===== config.mk =====
export PLATFORM = sky130hd
export DESIGN_NAME = keypad_alarm_code_controller
export DESIGN_NICKNAME = d
export VERILOG_FILES = /design/src/rtl/core/kac_pkg.sv /design/src/rtl/core/kac_step.sv /design/src/rtl/core/keypad_alarm_code_controller.sv
export SDC_FILE = /design/constraint.sdc
export NUM_CORES = 1
export LEC_CHECK = 0
export ABC_AREA = 0
export BUFFER_PORTS_ARGS = -buffer_cell sky130_fd_sc_hd__buf_4
export CORE_ASPECT_RATIO = 1.25
export CORE_MARGIN = 2
export CORE_UTILIZATION = 53
export CTS_CLUSTER_DIAMETER = 40
export DETAILED_ROUTE_END_ITERATION = 6
export PLACE_DENSITY = 0.76
export SLEW_MARGIN = 10
export SYNTH_ARGS = -nofsm -noshare
export SYNTH_HDL_FRONTEND = slang
export SYNTH_SLANG_ARGS = --single-unit

===== constraint.sdc =====
create_clock -name i_clk -period 2.29 [get_ports i_clk]
set_input_delay 0.458 -clock i_clk [delete_from_list [all_inputs] [get_ports i_clk]]
set_output_delay 0.458 -clock i_clk [all_outputs]
set_load 0.01 [all_outputs]

===== src/rtl/core/kac_pkg.sv =====
// ----------------------------------------------------------------------------
// kac_pkg
// Shared codes, result type and a BCD clamp helper for the keypad alarm code controller.
// ----------------------------------------------------------------------------
`timescale 1ns / 1ps

package kac_pkg;

    // Menu state codes
    localparam logic [3:0] ST_START    = 4'd0;
    localparam logic [3:0] ST_DISARMED = 4'd1;
    localparam logic [3:0] ST_ARMED    = 4'd2;
    localparam logic [3:0] ST_ENTRY    = 4'd3;
    localparam logic [3:0] ST_RELEASE  = 4'd4;
    localparam logic [3:0] ST_CHOICE   = 4'd5;
    localparam logic [3:0] ST_NEWCODE  = 4'd6;
    localparam logic [3:0] ST_NEWREL   = 4'd7;
    localparam logic [3:0] ST_OFFER    = 4'd8;

    // Key codes
    localparam logic [4:0] K_NONE = 5'd0;
    localparam logic [4:0] K_D0   = 5'd1;
    localparam logic [4:0] K_D9   = 5'd10;
    localparam logic [4:0] K_A    = 5'd11;
    localparam logic [4:0] K_B    = 5'd12;
    localparam logic [4:0] K_C    = 5'd13;
    localparam logic [4:0] K_D    = 5'd14;
    localparam logic [4:0] K_STAR = 5'd15;
    localparam logic [4:0] K_HASH = 5'd16;

    // Event codes
    localparam logic [2:0] EV_NONE     = 3'd0;
    localparam logic [2:0] EV_ARMED    = 3'd1;
    localparam logic [2:0] EV_DISARMED = 3'd2;
    localparam logic [2:0] EV_REJECT   = 3'd3;
    localparam logic [2:0] EV_NEWDIGIT = 3'd4;
    localparam logic [2:0] EV_OFFERED  = 3'd5;
    localparam logic [2:0] EV_ACCEPTED = 3'd6;
    localparam logic [2:0] EV_DIGIT    = 3'd7;

    // Entry purposes
    localparam logic [1:0] PUR_ARM    = 2'd0;
    localparam logic [1:0] PUR_NEW    = 2'd1;
    localparam logic [1:0] PUR_RANDOM = 2'd2;

    localparam logic [15:0] OFFER_RESET = 16'h4321;

    // One result item
    typedef struct packed {
        logic [15:0] offered_code;
        logic [2:0]  event_res;
        logic [2:0]  entry_count;
        logic [3:0]  menu_step_out;
        logic        armed;
    } t_result;

    // Clamp each BCD nibble to 9
    function automatic logic [15:0] sat_bcd(input logic [15:0] v);
        logic [15:0] r;
        r = v;
        for (int i = 0; i < 4; i++) begin
            if (v[4*i +: 4] > 4'd9) begin
                r[4*i +: 4] = 4'd9;
            end
        end
        return r;
    endfunction

endpackage


===== src/rtl/core/kac_step.sv =====
// ----------------------------------------------------------------------------
// kac_step
// Next-state and event logic of the alarm menu for one keypad sample.
// ----------------------------------------------------------------------------
`timescale 1ns / 1ps

module kac_step #(
    parameter int CODE_DIGITS = 4,
    parameter int PW          = 3
) (
    input  logic [4:0]       i_key,
    input  logic [15:0]      i_fresh,
    input  logic [3:0]       i_step,
    input  logic             i_armed,
    input  logic [1:0]       i_purpose,
    input  logic [PW-1:0]    i_pos,
    input  logic [3:0]       i_entered [CODE_DIGITS],
    input  logic [3:0]       i_stored  [CODE_DIGITS],
    input  logic [15:0]      i_offered,
    output logic [3:0]       o_step,
    output logic             o_armed,
    output logic [1:0]       o_purpose,
    output logic [PW-1:0]    o_pos,
    output logic [3:0]       o_entered [CODE_DIGITS],
    output logic [3:0]       o_stored  [CODE_DIGITS],
    output logic [15:0]      o_offered,
    output kac_pkg::t_result o_res
);
    import kac_pkg::*;

    logic          is_digit;
    logic [3:0]    digit;
    logic          match;
    logic          pos_full;
    logic [3:0]    main_step;
    logic [2:0]    ev;
    logic [31:0]   off_ext;
    logic [4:0]    key_m1;

    // Key decode and code compare
    always_comb begin
        is_digit  = (i_key >= K_D0) && (i_key <= K_D9);
        key_m1    = i_key - K_D0;
        digit     = is_digit ? key_m1[3:0] : 4'd0;
        pos_full  = (i_pos >= PW'(CODE_DIGITS));
        main_step = i_armed ? ST_ARMED : ST_DISARMED;
        off_ext   = {i_offered, 16'h0000};
        match     = 1'b1;
        for (int i = 0; i < CODE_DIGITS; i++) begin
            if (i_entered[i] != i_stored[i]) begin
                match = 1'b0;
            end
        end
    end

    // Menu transition
    always_comb begin
        o_step    = i_step;
        o_armed   = i_armed;
        o_purpose = i_purpose;
        o_pos     = i_pos;
        o_entered = i_entered;
        o_stored  = i_stored;
        o_offered = i_offered;
        ev        = EV_NONE;
        unique case (i_step)
            ST_DISARMED: begin
                if (i_key == K_A) begin
                    o_step    = ST_ENTRY;
                    o_purpose = PUR_ARM;
                    o_pos     = '0;
                    for (int i = 0; i < CODE_DIGITS; i++) o_entered[i] = 4'd0;
                end else if (i_key == K_B) begin
                    o_step = ST_CHOICE;
                end
            end
            ST_ARMED: begin
                if (i_key == K_A) begin
                    o_step    = ST_ENTRY;
                    o_purpose = PUR_ARM;
                    o_pos     = '0;
                    for (int i = 0; i < CODE_DIGITS; i++) o_entered[i] = 4'd0;
                end
            end
            ST_ENTRY: begin
                if (i_key == K_C) begin
                    o_step = main_step;
                end else if (is_digit) begin
                    o_step = ST_RELEASE;
                    if (!pos_full) begin
                        for (int i = 0; i < CODE_DIGITS; i++) begin
                            if (i_pos == PW'(i)) o_entered[i] = digit;
                        end
                        o_pos = i_pos + PW'(1);
                        ev    = EV_DIGIT;
                    end
                end else if (i_key == K_D) begin
                    if (i_purpose == PUR_ARM) begin
                        if (match) begin
                            o_armed = ~i_armed;
                            ev      = i_armed ? EV_DISARMED : EV_ARMED;
                            o_step  = i_armed ? ST_DISARMED : ST_ARMED;
                        end else begin
                            ev     = EV_REJECT;
                            o_step = main_step;
                        end
                    end else if (i_purpose == PUR_NEW) begin
                        if (match) begin
                            o_step = ST_NEWCODE;
                            o_pos  = '0;
                            for (int i = 0; i < CODE_DIGITS; i++) o_entered[i] = 4'd0;
                        end else begin
                            o_step = ST_CHOICE;
                            ev     = EV_REJECT;
                        end
                    end else if (i_purpose == PUR_RANDOM) begin
                        if (match) begin
                            o_offered = sat_bcd(i_fresh);
                            o_step    = ST_OFFER;
                            ev        = EV_OFFERED;
                        end else begin
                            o_step = ST_CHOICE;
                            ev     = EV_REJECT;
                        end
                    end
                end
            end
            ST_RELEASE: begin
                if (i_key == K_NONE) o_step = ST_ENTRY;
            end
            ST_CHOICE: begin
                if (i_key == K_C) begin
                    o_step = main_step;
                end else if (i_key == K_STAR || i_key == K_HASH) begin
                    o_step    = ST_ENTRY;
                    o_purpose = (i_key == K_STAR) ? PUR_NEW : PUR_RANDOM;
                    o_pos     = '0;
                    for (int i = 0; i < CODE_DIGITS; i++) o_entered[i] = 4'd0;
                end
            end
            ST_NEWCODE: begin
                if (i_key == K_C) begin
                    o_step = ST_DISARMED;
                end else if (is_digit) begin
                    if (pos_full) begin
                        o_step = ST_DISARMED;
                        o_pos  = '0;
                    end else begin
                        for (int i = 0; i < CODE_DIGITS; i++) begin
                            if (i_pos == PW'(i)) o_stored[i] = digit;
                        end
                        o_pos  = i_pos + PW'(1);
                        o_step = ST_NEWREL;
                        ev     = EV_NEWDIGIT;
                    end
                end
            end
            ST_NEWREL: begin
                if (i_key == K_NONE) o_step = ST_NEWCODE;
            end
            ST_OFFER: begin
                if (i_key == K_HASH) begin
                    // digits past the fourth take zero
                    for (int i = 0; i < CODE_DIGITS; i++) begin
                        o_stored[i] = off_ext[31-4*i -: 4];
                    end
                    o_step = ST_DISARMED;
                    ev     = EV_ACCEPTED;
                end else if (i_key == K_C) begin
                    o_step = ST_DISARMED;
                end
            end
            default: begin
                // start and unused codes
                o_step = ST_DISARMED;
            end
        endcase
    end

    // Result item
    always_comb begin
        o_res.armed         = o_armed;
        o_res.menu_step_out = o_step;
        o_res.entry_count   = 3'(o_pos);
        o_res.event_res     = ev;
        o_res.offered_code  = o_offered;
    end

endmodule


===== src/rtl/core/keypad_alarm_code_controller.sv =====
// ----------------------------------------------------------------------------
// keypad_alarm_code_controller
// Path: an accepted sample is held in the input register, then passes the
// menu step into the result register once that register is empty or read.
// Throughput: one sample per cycle while the result side is ready; one input
// register and one result register, with the menu step between them, set it.
// Reset: synchronous active-low; menu at start, disarmed, stored code 1,2,3,4.
// ----------------------------------------------------------------------------
`timescale 1ns / 1ps

module keypad_alarm_code_controller #(
    parameter int CODE_DIGITS = 4
) (
    input  logic        i_clk,
    input  logic        i_rst_n,
    input  logic        s_axis_tvalid,
    output logic        s_axis_tready,
    input  logic [23:0] s_axis_tdata,   // key[4:0], fresh_code[20:5], zero fill
    output logic        m_axis_tvalid,
    input  logic        m_axis_tready,
    output logic [31:0] m_axis_tdata    // armed, menu_step_out[4:1],
                                        // entry_count[7:5], event_res[10:8],
                                        // offered_code[26:11], zero fill
);
    import kac_pkg::*;

    localparam int PW = $clog2(CODE_DIGITS + 1);

    // Input stage
    logic        r_in_valid;
    logic [4:0]  r_key;
    logic [15:0] r_fresh;

    // Menu state
    logic [3:0]    r_step,    n_step;
    logic          r_armed,   n_armed;
    logic [1:0]    r_purpose, n_purpose;
    logic [PW-1:0] r_pos,     n_pos;
    logic [3:0]    r_entered [CODE_DIGITS];
    logic [3:0]    n_entered [CODE_DIGITS];
    logic [3:0]    r_stored  [CODE_DIGITS];
    logic [3:0]    n_stored  [CODE_DIGITS];
    logic [15:0]   r_offered, n_offered;

    // Result stage
    logic    r_out_valid;
    t_result r_res, n_res;

    logic advance;

    assign advance       = r_in_valid && (!r_out_valid || m_axis_tready);
    assign s_axis_tready = !r_in_valid || advance;

    kac_step #(
        .CODE_DIGITS (CODE_DIGITS),
        .PW          (PW)
    ) u_step (
        .i_key     (r_key),
        .i_fresh   (r_fresh),
        .i_step    (r_step),
        .i_armed   (r_armed),
        .i_purpose (r_purpose),
        .i_pos     (r_pos),
        .i_entered (r_entered),
        .i_stored  (r_stored),
        .i_offered (r_offered),
        .o_step    (n_step),
        .o_armed   (n_armed),
        .o_purpose (n_purpose),
        .o_pos     (n_pos),
        .o_entered (n_entered),
        .o_stored  (n_stored),
        .o_offered (n_offered),
        .o_res     (n_res)
    );

    // Input register
    always_ff @(posedge i_clk) begin
        if (!i_rst_n) begin
            r_in_valid <= 1'b0;
        end else if (s_axis_tready) begin
            r_in_valid <= s_axis_tvalid;
        end
    end

    always_ff @(posedge i_clk) begin
        if (s_axis_tready && s_axis_tvalid) begin
            r_key   <= s_axis_tdata[4:0];
            r_fresh <= s_axis_tdata[20:5];
        end
    end

    // State update, once per transfer through the step logic
    always_ff @(posedge i_clk) begin
        if (!i_rst_n) begin
            r_step    <= ST_START;
            r_armed   <= 1'b0;
            r_purpose <= PUR_ARM;
            r_pos     <= '0;
            r_offered <= OFFER_RESET;
            for (int i = 0; i < CODE_DIGITS; i++) begin
                r_entered[i] <= 4'd0;
                r_stored[i]  <= 4'((i + 1) % 10);
            end
        end else if (advance) begin
            r_step    <= n_step;
            r_armed   <= n_armed;
            r_purpose <= n_purpose;
            r_pos     <= n_pos;
            r_offered <= n_offered;
            r_entered <= n_entered;
            r_stored  <= n_stored;
        end
    end

    // Result register
    always_ff @(posedge i_clk) begin
        if (!i_rst_n) begin
            r_out_valid <= 1'b0;
        end else if (advance) begin
            r_out_valid <= 1'b1;
        end else if (m_axis_tready) begin
            r_out_valid <= 1'b0;
        end
    end

    always_ff @(posedge i_clk) begin
        if (advance) begin
            r_res <= n_res;
        end
    end

    assign m_axis_tvalid = r_out_valid;
    assign m_axis_tdata  = {5'd0, r_res};

endmodule


==> results by group, run 1 <==
Run status
  • Status: finished with violations
  • Failing checks: setup timing

STA
  • Crit path time final: about 2.5 ns
  • Final Hold Fails: 0
  • Setup WS post-layout: -0.162 ns
  • Slew Limit Headroom: between 30% and 40%
  • Final period utilization: 107%
  • Max Slew Vio Count: 0
  • Final TNS setup: -4.11 ns
  • Fmax achieved: between 400 and 500 MHz
  • Setup Viol. Count Final: 47
  • RSZ-0062 raised after global routing: yes
  • Clock Skew: around 0.011 ns
  • Slew @ Worst Pin: 0.901 ns

Global route
  • Initial antenna violation count: 0
  • Largest net degree at the start of global routing: 37
  • GRT Util Overall: between 20% and 30%
  • Remaining Overflow, GRT: 0
  • Vias in the first global route: about 4,900
  • First-pass GRT wire length: roughly 23 mm

Critical path
  • Slowest stage cell, crit path: edfxtp_1
  • CP Depth: 7
  • Setup crit start: r_key[1]
  • Reg-to-Reg Start: r_key[1]
  • Most used cell, CP: or3_4
  • CP required: 2.39 ns
  • Critical path's largest stage delay: ~0.45 ns
  • Crit. End Element: register
  • Worst-path fanout max: 17
  • Internal reg-to-reg setup slack: -0.16 ns
  • FF-to-FF path depth: 7
  • Worst path bufs/invs: 2
  • Critical Path Start Type: register
  • Delay-heaviest family, CP: simple AND/OR/NAND/NOR gates
  • Reg-to-reg critical path endpoint: m_axis_tdata[24]
  • Arr. time, crit path: 2.55 ns
  • Crit-path cells: or3_4 > or3_4 > a211oi_4 > buf_4 > nand3_4 > buf_12 > mux2_1
  • Critical path class: register to register
  • CP endpoint: m_axis_tdata[24]

Clock network
  • TritonCTS clock tree: done
  • Clock Root Buffer: clkbuf_16
  • Clock Pin Slew Worst Setup and Hold Paths: roughly 0.08 ns
  • TritonCTS Buffers: 9
  • Clk_lat worst skew: 0.35 ns
  • Number of hold buffers added after CTS: 0
  • Longest Clk Path Bufs: 2
  • Sink Count: about 110
  • Htree depth: 3

Logic synthesis
  • Cells after synthesis: about 550
  • Dominant synthesized flop cell: dfxtp_1
  • Yosys top cell by area: edfxtp_1
  • EDFF count, synth: 48
  • Sequential area share after synthesis: between 40% and 50%
  • Post-synth ARST share: 0%
  • FF+latch count, synth: approximately 110
  • Yosys warns: 0
  • Count leader, synth: nand2_1
  • Top cell types by occurrence after synthesis: nand2_1 (61), dfxtp_1 (60), edfxtp_1 (48)
  • Syn Area/Cell: about 10 sq um
  • Synthesized cell area: 0.00552 sq mm
  • Yosys cell types: 69
  • Synth top area share: a little over a quarter
  • Top post-synthesis cells by area: edfxtp_1 (26%), dfxtp_1 (22%), mux2i_1 (6.2%), nand2_1 (4.2%), mux2_1 (3.3%)

Finish
  • Layout cells sized above 1: 32.9%
  • Post-layout nets: about 710
  • Antenna Cells: 0
  • P&R area growth vs syn: 31.2%
  • Fin cells: between 800 and 900
  • Post-layout util: between 70% and 80%

Placement
  • DP Cell Count: just under 800
  • Port buffer count: 53
  • RePlAce Congestion: just over 0.9
  • DP Worst Slack: -0.196 ns
  • Post-DP HPWL: 10.1 mm

Power and ir drop
  • Tot Pwr: around 0.004 W
  • LEAKAGE: approximately 2.9 nW
  • Pwr Density: roughly 550 mW/mm^2
  • Maximum vdd ir drop: ~0.00045 V

Floorplan
  • Initial Util: between 50 and 60%
  • Die width: about 95 um
  • Boundary Pins: slightly above 60
  • Core area: just over 0.01 sq mm
  • Chip height: 118 um
  • Die Area: roughly 0.011 sq mm
  • Rows: a little over 40

Worst hold path
  • Hold Crit Start: s_axis_tdata[6]
  • HP Class: input pin to register

Drt
  • Vias/cell: ~6
  • Iteration-0 DRC Markers: around 290
  • Detailed-route via count: roughly 4,700
  • Initial DRT Pass Iterations: 4
  • WL per Instance: between 15 and 20 um
  • Final wirelength: about 14 mm
  • DRC errors left: 0
  • Routed Antenna Nets: 0

Flow run
  • Max_cap viols: 0
-- worst min path at each step --
stage | end | cells past startpoint
floorplan | r_stored[11] | 2
global placement | r_stored[11] | 2
detailed placement | r_stored[8] | 2
CTS | r_fresh[1] | 1
global route | r_fresh[1] | 1
finish | r_fresh[1] | 1
-- worst register-to-register path, delay by kind of cell, from the launching register on --
kind | cells | cell delay (ns)
buffers and inverters | 2 | 0.37
DFF | 1 | 0.45
AOI/OAI and AO/OA | 1 | 0.23
muxes | 1 | 0.31
and+or+nand+nor | 3 | 0.84
-- what timing repair did --
item                                    4_1_cts  5_1_grt
endpoints found under the setup margin       58       77
gates resized for setup                      40       36
pin swaps                                    12       20
buffers inserted                              9        6
gates cloned                                  1        0
-- final cells by class --
type	instances	area, sq um
well taps	129	161
inverters	13	51.3
multi-input cells	400	2950
repair buffers	141	1140
fillers	684	2870
clock buffers	10	229
flip-flops and latches	108	2640
clock inverters	6	58.8
-- registers in the layout, summed over array words and instances, names as in the netlist --
| name | flops |
|---|---|
| m_axis_tdata | 27 |
| r_entered | 16 |
| r_fresh | 16 |
| r_offered | 16 |
| r_stored | 16 |
| r_key | 5 |
| r_step | 4 |
| r_pos | 3 |
| r_purpose | 2 |
| m_axis_tvalid | 1 |
| r_armed | 1 |
| r_in_valid | 1 |
-- cell families (layout without fill, tap and decap cells) --
family	Yosys count	in the layout	share of synthesized area, %
multiplexers	50	50	9.44
other	1	5	0.0680
buffers and inverters	45	170	3.95
adder cells (fa/ha/maj)	13	13	2.95
AO/OA/AOI/OAI	115	115	13.5
AND/OR/NAND/NOR	197	197	19.1
flip-flops	108	108	47.9
XOR/XNOR	20	20	3.18
-- through the flow --
stage | hold WS (ns) | cell area [sq um]
CTS | 0.272 | 7050
floorplan | 0.444 | 5530
global placement | 0.452 | 6500
global route | 0.272 | 7240
detailed placement | 0.466 | 6500
finish | 0.274 | 7240
-- metal layers --
layer | vias to the layer above | track usage, % | share of wire (%)
met1 | 2245 | 28.3 | 37
met4 | 0 | 16.1 | 5.5
met2 | 180 | 46.0 | 53
li1 | 2230 | - | -
met5 | - | 0 | 0
met3 | 63 | 3.59 | 4.5
-- report_power, final --
part           leakage [nW]  internal, W  total [W]  switching (W)
combinational          1.82     0.000179   0.000404       0.000224
clock                 0.137     0.000762    0.00151       0.000748
sequential            0.930      0.00206    0.00209      0.0000327
total                  2.89      0.00300    0.00400        0.00101
-- cell usage in the layout (no fill, tap or decap), types with 4 or more instances in the layout --
cell type,netlist,final
nor2b_1,11,11
inv_1,12,10
buf_4,5,127
nand3_1,15,12
o211ai_1,10,10
nand2b_1,9,9
or2_0,4,4
conb_1,1,5
nor2_1,43,40
xnor2_1,19,19
nand4_1,7,7
ha_1,13,11
mux2_4,0,15
buf_6,3,11
nor3_1,6,5
clkbuf_16,0,9
o21ai_0,34,31
a31oi_1,5,5
dfxtp_1,60,60
nand2_1,61,60
a21oi_1,29,23
mux2i_1,34,33
a21o_1,4,4
edfxtp_1,48,48
a211oi_1,5,4
a21oi_2,1,6
a211oi_2,3,4
Note: power is estimated with default switching activity, not from simulation.
==> run 2, diff against run 1 <==
--- a/config.mk
+++ b/config.mk
@@ -7,12 +7,13 @@
 export LEC_CHECK = 0
 export ABC_AREA = 0
 export BUFFER_PORTS_ARGS = -buffer_cell sky130_fd_sc_hd__buf_4
+export CAP_MARGIN = 20
 export CORE_ASPECT_RATIO = 1.25
 export CORE_MARGIN = 2
-export CORE_UTILIZATION = 53
+export CORE_UTILIZATION = 25
 export CTS_CLUSTER_DIAMETER = 40
 export DETAILED_ROUTE_END_ITERATION = 6
-export PLACE_DENSITY = 0.76
+export SETUP_SLACK_MARGIN = 0.2
 export SLEW_MARGIN = 10
 export SYNTH_ARGS = -nofsm -noshare
 export SYNTH_HDL_FRONTEND = slang
==> results by group, run 2 (synthesized netlist as in run 1, its figures left out) <==
Power and ir drop
  • Maximum vdd ir drop: between 0.0003 and 0.0004 V
  • Pwr Density: around 550 mW/mm^2
  • LEAKAGE: between 2 and 3 nW

Global route
  • Vias in the first global route: 4,464
  • GR Layer Usage met2: between 20% and 30%
  • Remaining Overflow, GRT: 0
  • GR Util met1: 15.8%
  • First-pass GRT wire length: about 24 mm
  • GRT busiest layer: met2
  • Initial antenna violation count: 0
  • Met3 Usage GRT: 2.53%
  • GRT Util Overall: about an eighth
  • Largest net degree at the start of global routing: 37

Finish
  • P&R area growth vs syn: 37.3%
  • Max FFs per register: 27
  • Most frequent cells in the layout: buf_4 (129), nand2_1 (58), edfxtp_1 (48)
  • Layout cells sized above 1: 37.8%
  • Most common cell after layout, fill and taps aside: buf_4
  • FILL cells: between 2,000 and 2,500
  • Post-layout nets: approximately 700
  • Antenna Cells: 0
  • Fin cells: 956
  • Post-layout util: between 30% and 40%

Clock network
  • Sink Count: around 110
  • Clock Pin Slew Worst Setup and Hold Paths: 0.08 ns
  • Clk_lat worst skew: about 0.36 ns
  • Number of hold buffers added after CTS: 0
  • TritonCTS clock tree: done
  • Clock Root Buffer: clkbuf_16
  • TritonCTS Buffers: 9
  • Longest Clk Path Bufs: 2
  • Htree depth: 3

Floorplan
  • Die Area: about 0.023 sq mm
  • Initial Util: about a quarter
  • Rows: 60
  • Die width: roughly 140 um
  • Boundary Pins: 62
  • Core area: 0.0216 sq mm
  • Chip height: roughly 170 um

STA
  • Hold Worst Slack: 0.267 ns
  • Setup Viol. Count Final: 24
  • RSZ-0062 raised after global routing: yes
  • Crit path time final: ~2.3 ns
  • Slew Limit Headroom: 32.0%
  • Max Slew Vio Count: 0
  • Fmax achieved: between 400 and 500 MHz
  • Clock Skew: approximately 0.010 ns
  • Setup WS post-layout: -0.0444 ns
  • Final period utilization: 102%
  • Slew @ Worst Pin: approximately 1.0 ns
  • Final Hold Fails: 0

Placement
  • DP Cell Count: 923
  • RePlAce Congestion: around 0.87
  • Post-DP HPWL: just over 10 mm
  • Port buffer count: between 50 and 60

Critical path
  • Arr. time, crit path: approximately 2.5 ns
  • Delay-heaviest family, CP: simple AND/OR/NAND/NOR gates
  • Critical path class: register to register
  • Reg-to-Reg Start: r_key[0]
  • Critical path's largest stage delay: 0.48 ns
  • Worst-path fanout max: 17
  • Critical Path Start Type: register
  • FF-to-FF path depth: 6
  • Worst path bufs/invs: 1
  • Crit. End Element: register
  • Reg-to-reg critical path endpoint: m_axis_tdata[22]
  • Most used cell, CP: or3_4
  • Internal reg-to-reg setup slack: -0.04 ns
  • Setup crit start: r_key[0]
  • CP required: between 2 and 2.5 ns
  • Slowest stage cell, crit path: edfxtp_1
  • Crit-path cells: or3_4 > or3_4 > a211oi_4 > nand3_4 > buf_12 > mux2_1
  • CP Depth: 6
  • CP endpoint: m_axis_tdata[22]

Drt
  • WL per Instance: about 15 um
  • Vias/cell: 4.65
  • Final wirelength: between 10 and 15 mm
  • Routed Antenna Nets: 0
  • Detailed-route via count: about 4,500
  • DRC errors left: 0
  • Iteration-0 DRC Markers: ~320
  • Initial DRT Pass Iterations: 4

Flow run
  • Max_cap viols: 0

Run status
  • Status: finished with violations
  • Failing checks: setup timing

Worst hold path
  • HP Class: input pin to register
  • Cells on Worst Hold Path: 1
==> run 2: cell count changes in the layout (fill, tap and decap cells not counted), sizes merged <==
cell and change:
bufinv +1, buf -1, clkinvlp -1
==> run 2: final cells by class <==
type	count	area [sq um]	area share, %
Multi-Input combinational cell	400	3070	40.6
Sequential cell	108	2670	35.2
Timing Repair Buffer	140	1130	14.9
Tap cell	279	349	4.61
Clock buffer	10	229	3.02
Clock inverter	6	82.6	1.09
Inverter	13	48.8	0.644
==> run 2: power by group <==
group / switching, W / internal (W) / total, W
logic: 0.000234 / 0.000190 / 0.000425
clock network: 0.000780 / 0.000877 / 0.00166
registers: 0.0000305 / 0.00206 / 0.00209
==> run 2: layer usage <==
layer,part of all wire (%),wire [um],up-vias
met5,0,0,-
met4,2.2,327,0
met3,4.1,596,25
met2,51,7530,100
met1,42,6200,2096
li1,-,-,2229
==> run 2: repair_timing <==
item	4_1_cts	5_1_grt
setup buffers	10	7
setup endpoints to repair	75	82
pin swaps	20	23
resized for setup	55	53
==> run 2: metrics by stage <==
stage          TNS [ns]  setup slack, ns  total power (W)  instance area, sq um
4_1_cts          -0.349          -0.0311          0.00419                  7360
6_report         -0.566          -0.0444          0.00417                  7570
5_1_grt           -4.19           -0.133          0.00432                  7570
3_3_place_gp      -1.10          -0.0954          0.00251                  6720
2_1_floorplan    -0.398          -0.0442          0.00232                  5570
3_5_place_dp      -1.84           -0.158          0.00251                  6720
==> run 2: worst min path at each step <==
stage | endpoint | start
after global placement | r_entered[11] | r_entered[11]
after global routing | r_fresh[11] | s_axis_tdata[16]
after detailed placement | r_entered[11] | r_entered[11]
final | r_key[3] | s_axis_tdata[3]
after CTS | r_fresh[12] | s_axis_tdata[17]
after floorplan | r_stored[11] | r_stored[11]
